### src/hdl/assert_macros.svh
// Assertion helpers shared by the evaluator modules.
`ifndef ASSERT_MACROS_SVH
`define ASSERT_MACROS_SVH

// Check a property on every rising clock edge outside reset.
`define ASSERT_AT(lbl, clk, rst, prop) \
   lbl: assert property (@(posedge clk) disable iff (rst) prop) \
      else $error("assertion failed");

// Flag a condition that must never be seen outside reset.
`define ASSERT_NEVER(lbl, clk, rst, cond) \
   lbl: assert property (@(posedge clk) disable iff (rst) !(cond)) \
      else $error("forbidden condition seen");

`endif

### src/hdl/pse_pkg.sv
package pse_pkg;

   localparam int DataWidth    = 32;
   localparam int OpWidth      = 3;
   localparam int DepthWidth   = 5;
   localparam int StatusWidth  = 2;
   localparam int DivSteps     = 32;
   localparam int RspDataWidth = 40;

   typedef enum logic [OpWidth-1:0] {
      OP_PUSH = 3'd0,
      OP_ADD  = 3'd1,
      OP_SUB  = 3'd2,
      OP_MUL  = 3'd3,
      OP_DIV  = 3'd4
   } opcode_type;

   typedef enum logic [StatusWidth-1:0] {
      STS_OK      = 2'd0,
      STS_UNDER   = 2'd1,
      STS_OVER    = 2'd2,
      STS_DIVZERO = 2'd3
   } status_type;

   typedef struct packed {
      logic latch;
      logic exec;
      logic start_div;
      logic load_quot;
      logic commit;
   } ctrl_cmd_type;

   typedef struct packed {
      logic need_div;
      logic div_done;
      logic out_free;
   } dp_status_type;

endpackage

### src/hdl/pse_divider.sv
module pse_divider (
   input  logic                          clock,
   input  logic                          reset,
   input  logic                          start,
   input  logic [pse_pkg::DataWidth-1:0] dividend,
   input  logic [pse_pkg::DataWidth-1:0] divisor,
   output logic                          done,
   output logic [pse_pkg::DataWidth-1:0] quotient
);

   localparam int W    = pse_pkg::DataWidth;
   localparam int CntW = $clog2(pse_pkg::DivSteps + 1);

   logic            busy_ff, busy_in;
   logic            done_ff, done_in;
   logic [CntW-1:0] count_ff, count_in;
   logic [W-1:0]    rem_ff, rem_in;
   logic [W-1:0]    q_ff, q_in;
   logic [W-1:0]    dmag_ff, dmag_in;
   logic            neg_ff, neg_in;

   logic [W:0]      shifted;
   logic [W+1:0]    diff;
   logic            nneg, dneg;

   always_comb begin
      nneg     = dividend[W-1];
      dneg     = divisor[W-1];
      shifted  = {rem_ff, q_ff[W-1]};
      diff     = {1'b0, shifted} - {2'b00, dmag_ff};
      busy_in  = busy_ff;
      done_in  = 1'b0;
      count_in = count_ff;
      rem_in   = rem_ff;
      q_in     = q_ff;
      dmag_in  = dmag_ff;
      neg_in   = neg_ff;
      if (start) begin
         busy_in  = 1'b1;
         count_in = CntW'(pse_pkg::DivSteps);
         rem_in   = '0;
         q_in     = nneg ? (W'(0) - dividend) : dividend;
         dmag_in  = dneg ? (W'(0) - divisor) : divisor;
         neg_in   = nneg ^ dneg;
      end else if (busy_ff) begin
         if (!diff[W+1]) begin
            rem_in = diff[W-1:0];
            q_in   = {q_ff[W-2:0], 1'b1};
         end else begin
            rem_in = shifted[W-1:0];
            q_in   = {q_ff[W-2:0], 1'b0};
         end
         count_in = count_ff - CntW'(1);
         if (count_ff == CntW'(1)) begin
            busy_in = 1'b0;
            done_in = 1'b1;
         end
      end
   end

   always_ff @(posedge clock) begin
      if (reset) begin
         busy_ff  <= 1'b0;
         done_ff  <= 1'b0;
         count_ff <= '0;
      end else begin
         busy_ff  <= busy_in;
         done_ff  <= done_in;
         count_ff <= count_in;
      end
   end

   always_ff @(posedge clock) begin
      rem_ff  <= rem_in;
      q_ff    <= q_in;
      dmag_ff <= dmag_in;
      neg_ff  <= neg_in;
   end

   assign done     = done_ff;
   assign quotient = neg_ff ? (W'(0) - q_ff) : q_ff;

endmodule

### src/hdl/pse_datapath.sv
`include "assert_macros.svh"

module pse_datapath #(
   parameter int STACK_DEPTH = 16
) (
   input  logic                                clock,
   input  logic                                reset,
   input  pse_pkg::ctrl_cmd_type               cmd,
   output pse_pkg::dp_status_type              sts,
   input  logic [pse_pkg::DataWidth-1:0]       req_tdata,
   input  logic [pse_pkg::OpWidth-1:0]         req_tuser,
   input  logic                                req_tlast,
   output logic                                rsp_tvalid,
   input  logic                                rsp_tready,
   output logic [pse_pkg::RspDataWidth-1:0]    rsp_tdata,
   output logic [pse_pkg::StatusWidth-1:0]     rsp_tuser,
   output logic                                rsp_tlast
);

   localparam int W     = pse_pkg::DataWidth;
   localparam int SpW   = $clog2(STACK_DEPTH + 1);
   localparam int AddrW = $clog2(STACK_DEPTH);
   localparam int DepW  = pse_pkg::DepthWidth;
   localparam int PadW  = pse_pkg::RspDataWidth - W - DepW;

   pse_pkg::opcode_type tok_op_ff, tok_op_in;
   logic [W-1:0]        tok_val_ff, tok_val_in;
   logic                tok_last_ff, tok_last_in;
   logic [SpW-1:0]      sp_ff, sp_in;
   logic [W-1:0]        tos_ff, tos_in;
   logic [W-1:0]        nos_ff;
   logic [W-1:0]        res_ff, res_in;
   pse_pkg::status_type status_ff, status_in;
   logic                rsp_valid_ff, rsp_valid_in;
   logic [W-1:0]        rsp_top_ff, rsp_top_in;
   logic [DepW-1:0]     rsp_depth_ff, rsp_depth_in;
   pse_pkg::status_type rsp_status_ff, rsp_status_in;
   logic                rsp_last_ff, rsp_last_in;

   logic [W-1:0]        stack_mem [STACK_DEPTH];

   pse_pkg::status_type status_c;
   logic [W-1:0]        alu_c;
   logic [SpW-1:0]      sp_new;
   logic [W-1:0]        tos_new;
   logic [31:0]         depth_wide;
   logic [AddrW-1:0]    rd_addr, wr_addr;
   logic                mem_we;
   logic                div_done;
   logic [W-1:0]        quotient;
   logic                out_free;
   logic                err_commit;

   assign rd_addr  = AddrW'(sp_ff - SpW'(2));
   assign wr_addr  = AddrW'(sp_ff - SpW'(1));
   assign out_free = !rsp_valid_ff || rsp_tready;

   always_comb begin
      status_c = pse_pkg::STS_OK;
      case (tok_op_ff) inside
         pse_pkg::OP_PUSH: begin
            if (sp_ff == SpW'(STACK_DEPTH)) begin
               status_c = pse_pkg::STS_OVER;
            end
         end
         pse_pkg::OP_ADD, pse_pkg::OP_SUB, pse_pkg::OP_MUL: begin
            if (sp_ff < SpW'(2)) begin
               status_c = pse_pkg::STS_UNDER;
            end
         end
         pse_pkg::OP_DIV: begin
            if (sp_ff < SpW'(2)) begin
               status_c = pse_pkg::STS_UNDER;
            end else if (tos_ff == '0) begin
               status_c = pse_pkg::STS_DIVZERO;
            end
         end
         default: status_c = pse_pkg::STS_OK;
      endcase
   end

   always_comb begin
      case (tok_op_ff)
         pse_pkg::OP_ADD: alu_c = nos_ff + tos_ff;
         pse_pkg::OP_SUB: alu_c = nos_ff - tos_ff;
         pse_pkg::OP_MUL: alu_c = nos_ff * tos_ff;
         default:         alu_c = '0;
      endcase
   end

   always_comb begin
      sp_new  = sp_ff;
      tos_new = tos_ff;
      mem_we  = 1'b0;
      if (status_ff == pse_pkg::STS_OK) begin
         case (tok_op_ff) inside
            pse_pkg::OP_PUSH: begin
               sp_new  = sp_ff + SpW'(1);
               tos_new = tok_val_ff;
               mem_we  = cmd.commit && (sp_ff != '0);
            end
            pse_pkg::OP_ADD, pse_pkg::OP_SUB, pse_pkg::OP_MUL, pse_pkg::OP_DIV: begin
               sp_new  = sp_ff - SpW'(1);
               tos_new = res_ff;
            end
            default: begin
               sp_new  = sp_ff;
               tos_new = tos_ff;
            end
         endcase
      end
      depth_wide = 32'(sp_new);
   end

   always_comb begin
      tok_op_in     = tok_op_ff;
      tok_val_in    = tok_val_ff;
      tok_last_in   = tok_last_ff;
      sp_in         = sp_ff;
      tos_in        = tos_ff;
      res_in        = res_ff;
      status_in     = status_ff;
      rsp_valid_in  = rsp_valid_ff && !rsp_tready;
      rsp_top_in    = rsp_top_ff;
      rsp_depth_in  = rsp_depth_ff;
      rsp_status_in = rsp_status_ff;
      rsp_last_in   = rsp_last_ff;
      if (cmd.latch) begin
         tok_op_in   = pse_pkg::opcode_type'(req_tuser);
         tok_val_in  = req_tdata;
         tok_last_in = req_tlast;
      end
      if (cmd.exec) begin
         res_in    = alu_c;
         status_in = status_c;
      end
      if (cmd.load_quot) begin
         res_in = quotient;
      end
      if (cmd.commit) begin
         sp_in         = tok_last_ff ? '0 : sp_new;
         tos_in        = tos_new;
         rsp_valid_in  = 1'b1;
         rsp_top_in    = (sp_new != '0) ? tos_new : '0;
         rsp_depth_in  = depth_wide[DepW-1:0];
         rsp_status_in = status_ff;
         rsp_last_in   = tok_last_ff;
      end
   end

   always_ff @(posedge clock) begin
      if (reset) begin
         sp_ff        <= '0;
         rsp_valid_ff <= 1'b0;
      end else begin
         sp_ff        <= sp_in;
         rsp_valid_ff <= rsp_valid_in;
      end
   end

   always_ff @(posedge clock) begin
      tok_op_ff     <= tok_op_in;
      tok_val_ff    <= tok_val_in;
      tok_last_ff   <= tok_last_in;
      tos_ff        <= tos_in;
      res_ff        <= res_in;
      status_ff     <= status_in;
      rsp_top_ff    <= rsp_top_in;
      rsp_depth_ff  <= rsp_depth_in;
      rsp_status_ff <= rsp_status_in;
      rsp_last_ff   <= rsp_last_in;
   end

   always_ff @(posedge clock) begin
      nos_ff <= stack_mem[rd_addr];
      if (mem_we) begin
         stack_mem[wr_addr] <= tos_ff;
      end
   end

   pse_divider u_divider (
      .clock    (clock),
      .reset    (reset),
      .start    (cmd.start_div),
      .dividend (nos_ff),
      .divisor  (tos_ff),
      .done     (div_done),
      .quotient (quotient)
   );

   assign sts.need_div = (tok_op_ff == pse_pkg::OP_DIV) && (status_c == pse_pkg::STS_OK);
   assign sts.div_done = div_done;
   assign sts.out_free = out_free;

   assign rsp_tvalid = rsp_valid_ff;
   assign rsp_tdata  = {{PadW{1'b0}}, rsp_depth_ff, rsp_top_ff};
   assign rsp_tuser  = rsp_status_ff;
   assign rsp_tlast  = rsp_last_ff;

   assign err_commit = cmd.commit && !tok_last_ff && (status_ff != pse_pkg::STS_OK);

   `ASSERT_NEVER(a_sp_bound, clock, reset, sp_ff > SpW'(STACK_DEPTH))
   `ASSERT_AT(a_last_clears, clock, reset, (cmd.commit && tok_last_ff) |=> (sp_ff == '0))
   `ASSERT_AT(a_err_holds, clock, reset, err_commit |=> ($stable(sp_ff) && $stable(tos_ff)))

endmodule

### src/hdl/pse_ctrl.sv
`include "assert_macros.svh"

module pse_ctrl (
   input  logic                   clock,
   input  logic                   reset,
   input  logic                   req_tvalid,
   output logic                   req_tready,
   input  pse_pkg::dp_status_type sts,
   output pse_pkg::ctrl_cmd_type  cmd
);

   typedef enum logic [2:0] {
      IDLE,
      LOAD,
      EXEC,
      DIVIDE,
      FINISH
   } state_type;

   state_type state_ff, state_in;

   always_comb begin
      state_in = state_ff;
      cmd      = '0;
      unique case (state_ff)
         IDLE: begin
            if (req_tvalid) begin
               cmd.latch = 1'b1;
               state_in  = LOAD;
            end
         end
         LOAD: begin
            state_in = EXEC;
         end
         EXEC: begin
            cmd.exec = 1'b1;
            if (sts.need_div) begin
               cmd.start_div = 1'b1;
               state_in      = DIVIDE;
            end else begin
               state_in = FINISH;
            end
         end
         DIVIDE: begin
            if (sts.div_done) begin
               cmd.load_quot = 1'b1;
               state_in      = FINISH;
            end
         end
         FINISH: begin
            if (sts.out_free) begin
               cmd.commit = 1'b1;
               state_in   = IDLE;
            end
         end
         default: state_in = IDLE;
      endcase
   end

   always_ff @(posedge clock) begin
      if (reset) begin
         state_ff <= IDLE;
      end else begin
         state_ff <= state_in;
      end
   end

   assign req_tready = (state_ff == IDLE);

   `ASSERT_AT(a_div_wait, clock, reset, ((state_ff == DIVIDE) && !sts.div_done) |=> (state_ff == DIVIDE))

endmodule

### src/hdl/postfix_stack_evaluator_core.sv
// Postfix evaluator: each token transfer on the req_ channel (push, add, subtract, multiply,
// divide in req_tuser, the pushed value in req_tdata, end of expression on req_tlast) gives
// exactly one transfer on the rsp_ channel with the new top of stack, the depth and a status;
// on any error the stack is left as it was, and a token with req_tlast set empties the stack
// after its result. Tokens are handled one at a time through the load, execute and finish
// states; a divide with two operands and a nonzero divisor also waits in the divide state
// for the restoring divider, which resolves one quotient bit per cycle over 32 steps.
// The result register lets the next token in while a result is still waiting.
module postfix_stack_evaluator_core #(
   parameter int STACK_DEPTH = 16
) (
   input  logic                             clock,
   input  logic                             reset,
   input  logic                             req_tvalid,
   output logic                             req_tready,
   input  logic [pse_pkg::DataWidth-1:0]    req_tdata,   // [31:0] operand_value
   input  logic [pse_pkg::OpWidth-1:0]      req_tuser,   // [2:0] opcode
   input  logic                             req_tlast,
   output logic                             rsp_tvalid,
   input  logic                             rsp_tready,
   output logic [pse_pkg::RspDataWidth-1:0] rsp_tdata,   // [31:0] top_value, [36:32] stack_depth
   output logic [pse_pkg::StatusWidth-1:0]  rsp_tuser,   // [1:0] status
   output logic                             rsp_tlast
);

   pse_pkg::ctrl_cmd_type  cmd;
   pse_pkg::dp_status_type sts;

   pse_ctrl u_ctrl (
      .clock      (clock),
      .reset      (reset),
      .req_tvalid (req_tvalid),
      .req_tready (req_tready),
      .sts        (sts),
      .cmd        (cmd)
   );

   pse_datapath #(
      .STACK_DEPTH (STACK_DEPTH)
   ) u_datapath (
      .clock      (clock),
      .reset      (reset),
      .cmd        (cmd),
      .sts        (sts),
      .req_tdata  (req_tdata),
      .req_tuser  (req_tuser),
      .req_tlast  (req_tlast),
      .rsp_tvalid (rsp_tvalid),
      .rsp_tready (rsp_tready),
      .rsp_tdata  (rsp_tdata),
      .rsp_tuser  (rsp_tuser),
      .rsp_tlast  (rsp_tlast)
   );

endmodule
### config.mk
export PLATFORM = sky130hd
export DESIGN_NAME = postfix_stack_evaluator_core
export DESIGN_NICKNAME = d
export VERILOG_FILES = /design/src/hdl/pse_pkg.sv /design/src/hdl/pse_divider.sv /design/src/hdl/pse_datapath.sv /design/src/hdl/pse_ctrl.sv /design/src/hdl/postfix_stack_evaluator_core.sv
export VERILOG_INCLUDE_DIRS = /design/src /design/src/hdl
export SDC_FILE = /design/constraint.sdc
export NUM_CORES = 2
export LEC_CHECK = 0
export ABC_AREA = 1
export BUFFER_PORTS_ARGS = -buffer_cell sky130_fd_sc_hd__buf_2
export CAP_MARGIN = 20
export CORE_ASPECT_RATIO = 1.75
export CORE_UTILIZATION = 30
export CTS_BUF_LIST = sky130_fd_sc_hd__clkbuf_2 sky130_fd_sc_hd__clkbuf_4 sky130_fd_sc_hd__clkbuf_8
export DETAILED_ROUTE_END_ITERATION = 6
export GPL_TIMING_DRIVEN = 1
export HOLD_SLACK_MARGIN = 0.1
export PLACE_DENSITY = 0.55
export SLEW_MARGIN = 20
export SYNTH_ARGS = -nofsm -noshare
export SYNTH_HDL_FRONTEND = slang
export SYNTH_HIERARCHICAL = 1
export SYNTH_SLANG_ARGS = --single-unit
### constraint.sdc
create_clock -name clock -period 14.1 [get_ports clock]
set_clock_uncertainty 0.1 [all_clocks]
set_input_delay 0.705 -clock clock [delete_from_list [all_inputs] [get_ports clock]]
set_output_delay 0.705 -clock clock [all_outputs]
set_load 0.02 [all_outputs]
==> flow_summary.ini <==
[layout]
multi_input_area_um2 = 27400
syn_to_final_growth_pct = 11.0
postLayoutCoreUtil_pct = 33.6
drive_gt1_share_pct = 8.81
final_nets = 7020
fillers = 19300
seqCellArea_um2 = 23200

[critical_path]
cpMostUsedCell = fa_1
crit_arrival_ns = 8.60
cp-end-kind = flip-flop
r2r-end = u_datapath/res_ff[25]
cp_top_family = adder cells
worstSetupPathType = flip-flop to flip-flop
path_max_fanout = 30
reg2reg_from = u_datapath/tos_ff[10]
crit_chain = buf_4 > nand2_1 > fa_1 > inv_1 > fa_1 > fa_1 > inv_1 > fa_1 > inv_1 > fa_1 > inv_1 > fa_1 > inv_1 > fa_1 > fa_1 > ha_1 > a21oi_1 > o21a_1 > a21boi_1 > nand3_1 > a21o_1 > o21ai_0 > a31oi_1
slowest_delay_ns = 0.68
cp_num_buf_inv = 6
rr_worst_depth = 23
cp_slowest_cell = edfxtp_1
startpoint_type = flip-flop
worstPathRequired_ns = 14.58
regToRegSetupSlack_ns = 5.98

[sta]
finalSetupTns_ns = 0
slew_viol_final = 0
rsz0062_at_grt = false
setup_viol = 0
fin_crit_ns = 8.12
relSlewSlack_pct = 23.1
hold_violations = 0
fmax_mhz = 123
worst_slew_pin_slew_ns = 1.15
final.period_utilization_pct = 57.6

[detailed_routing]
drc = 4
firstDrtPassIters = 7
routed_wl_um = 199000
vias = 44600
wl_per_cell_um = 22.3
antenna_left = 0
avgViaCountPerCell = 5.01
drtIter0Drc = 2976

[logic_synthesis]
ys_seq_area_share_pct = 41.3
yosysUniqueCellTypes = 66
ys_ff_latch = 800
synthCells = 6313
synth_area_leaders = edfxtp_1, fa_1, nand2_1, inv_1, ha_1
async_reset_ff_share_pct = 0
yosys.area.top_type = edfxtp_1
synth-edff-count = 719
synth.avg_cell_area_um2 = 8.90
ys.flop_type = edfxtp_1
ys_warn_count = 6
netlist.area_leader.share_pct = 38.4
syn_area_um2 = 56200

[cts]
tritoncts = done
htreeDepth = 3
cts.sinks = 800
cts-root-buf = clkbuf_8
cts_resized = 0
cts.reportedPaths.clkPinSlew_ns = 0.09
worstSkewPairLatency_ns = 0.86
numCtsBuffers = 116
clockBufferDepth = 3

[global_routing]
grt_pass1_wl_um = 292000
use_met2_pct = 38.0
grt_max_degree = 119
grt-busiest-layer = met2
grt_use_total_pct = 20.9
grtUsageMet3_pct = 2.69
grt_pass1_vias = 45800
grt_antenna_before_repair = 5
overflow = 0
gr-usage-met1_pct = 22.2

[die]
die-area_um2 = 189000
start_util_pct = 30.3
die_w_um = 329
die_h_um = 574
io_pins = 85
rows = 209
core_area_um2 = 186000

[hold_path]
hold_path.class = input pin to flip-flop
min-delay-start = rsp_tready
hold-path-cell-count = 4
holdPathEnd = u_datapath/rsp_tvalid

[place]
place_hpwl_um = 138000
numPortBuffers = 81
gp_congestion = 0.983

[job]
maxCapViolCount = 0

[run_status]
outcome = finished with violations
violations = DRC
[layout make-up]
cell class                      count  share of cell area, %
Inverter                         1174                   7.09
Clock buffer                      161                   3.18
Antenna cell                        2                0.00802
Multi-Input combinational cell   4047                   44.0
Sequential cell                   800                   37.2
Clock inverter                     58                   1.06
Tap cell                         2426                   4.87
Timing Repair Buffer              229                   2.58
[worst max-delay path by stage]
stage | startpoint | end | slack [ns] | cells past startpoint
after floorplan | rsp_tready | u_datapath/stack_mem[0][0] | 2.44 | 9
after global placement | u_datapath/tos_ff[8] | u_datapath/res_ff[25] | 6.06 | 23
after detailed placement | u_datapath/tos_ff[8] | u_datapath/res_ff[25] | 6.07 | 23
after CTS | u_datapath/tos_ff[8] | u_datapath/res_ff[25] | 6.02 | 23
after global routing | u_datapath/tos_ff[8] | u_datapath/res_ff[25] | 5.66 | 23
final | u_datapath/tos_ff[10] | u_datapath/res_ff[25] | 5.98 | 23
[state kept, by name (all words and copies together), names as in the netlist, 2 cells and up]
name and flops:
u_ctrl/state_ff 3, u_datapath/nos_ff 32, u_datapath/res_ff 32, u_datapath/rsp_depth_ff 5, u_datapath/rsp_top_ff 32, u_datapath/rsp_tuser 2
u_datapath/sp_ff 5, u_datapath/stack_mem 512, u_datapath/status_ff 2, u_datapath/tok_op_ff 3, u_datapath/tok_val_ff 32, u_datapath/tos_ff 32
u_datapath/u_divider/count_ff 6, u_datapath/u_divider/dmag_ff 32, u_datapath/u_divider/q_ff 32, u_datapath/u_divider/rem_ff 32
[synth_stat cells, drive strengths merged (51+ instances only)]
cell and instances:
inv 1172, o21ai 430, ha 202, xnor2 52
nand2 1429, o221ai 90, dfxtp 81, nor3 51
o22ai 71, fa 410, clkbuf 196, xor2 86
nor2 560, a21oi 147, buf 98, nand3 258
edfxtp 719
[per-stage QoR]
step           setup slack (ns)  instances  hold WS, ns  area [µm²]
6_report                   5.98       8897        0.149       62400
3_5_place_dp               6.07       8639        0.365       59400
4_1_cts                    6.02       8895        0.106       62400
3_3_place_gp               6.06       8639        0.359       59400
5_1_grt                    5.66       8896        0.160       62400
2_1_floorplan              2.44       6315        0.327       56200
[placed cells by master (no fill, tap or decap), types with 17 or more instances in the layout]
cell	n
nor3_1	40
o21ai_1	20
nor2_4	26
a31oi_1	36
nand4_1	37
clkinv_2	17
o22ai_1	71
fa_1	410
dfxtp_1	78
nand3_2	17
ha_1	202
inv_2	38
buf_4	111
nand3_1	241
a21boi_0	35
buf_2	81
o221ai_1	90
o21ai_0	407
xor2_1	86
a21oi_1	139
nand2_1	1417
xnor2_1	52
nor2_2	22
inv_1	1129
dlygate4sd3_1	37
clkbuf_4	37
clkbuf_8	124
o211ai_1	42
edfxtp_1	719
nor2_1	511
nand3b_1	23
[worst reg2reg max path, stage by stage, from the launching register on]
cell      delay [ns]
edfxtp_1        0.68
buf_4           0.54
nand2_1         0.15
fa_1            0.39
inv_1           0.08
fa_1            0.43
fa_1            0.51
inv_1           0.05
fa_1            0.48
inv_1           0.05
fa_1            0.49
inv_1           0.06
fa_1            0.53
inv_1           0.05
fa_1            0.50
fa_1            0.42
ha_1            0.37
a21oi_1         0.19
o21a_1          0.13
a21boi_1        0.43
nand3_1         0.31
a21o_1          0.25
o21ai_0         0.50
a31oi_1         0.17
[layer usage]
metal	share of wire, %	vias to the layer above
li1	-	20400
met1	35	22100
met2	52	1561
met3	5.2	561
met4	7.8	2
met5	0.0040	-
[timing repair]
item	in CTS	in global routing
buffers inserted	0	0
hold endpoints to repair	43	0
hold buffers	37	0
setup endpoints to repair	0	0
[logic make-up (layout without fill, tap and decap cells)]
family	count (synthesis)	after routing	synth area share, %
compound gates	892	892	9.44
xor+xnor	138	138	2.15
fa+ha+maj	612	612	19.1
buf+inv	1468	1622	10.1
flops	800	800	41.3
other cells	1	5	0.00668
simple gates	2402	2402	17.8
Power is left out: the tool's default activity adds up to more than one toggle a clock period on the data nets, which glitch-free logic cannot reach.
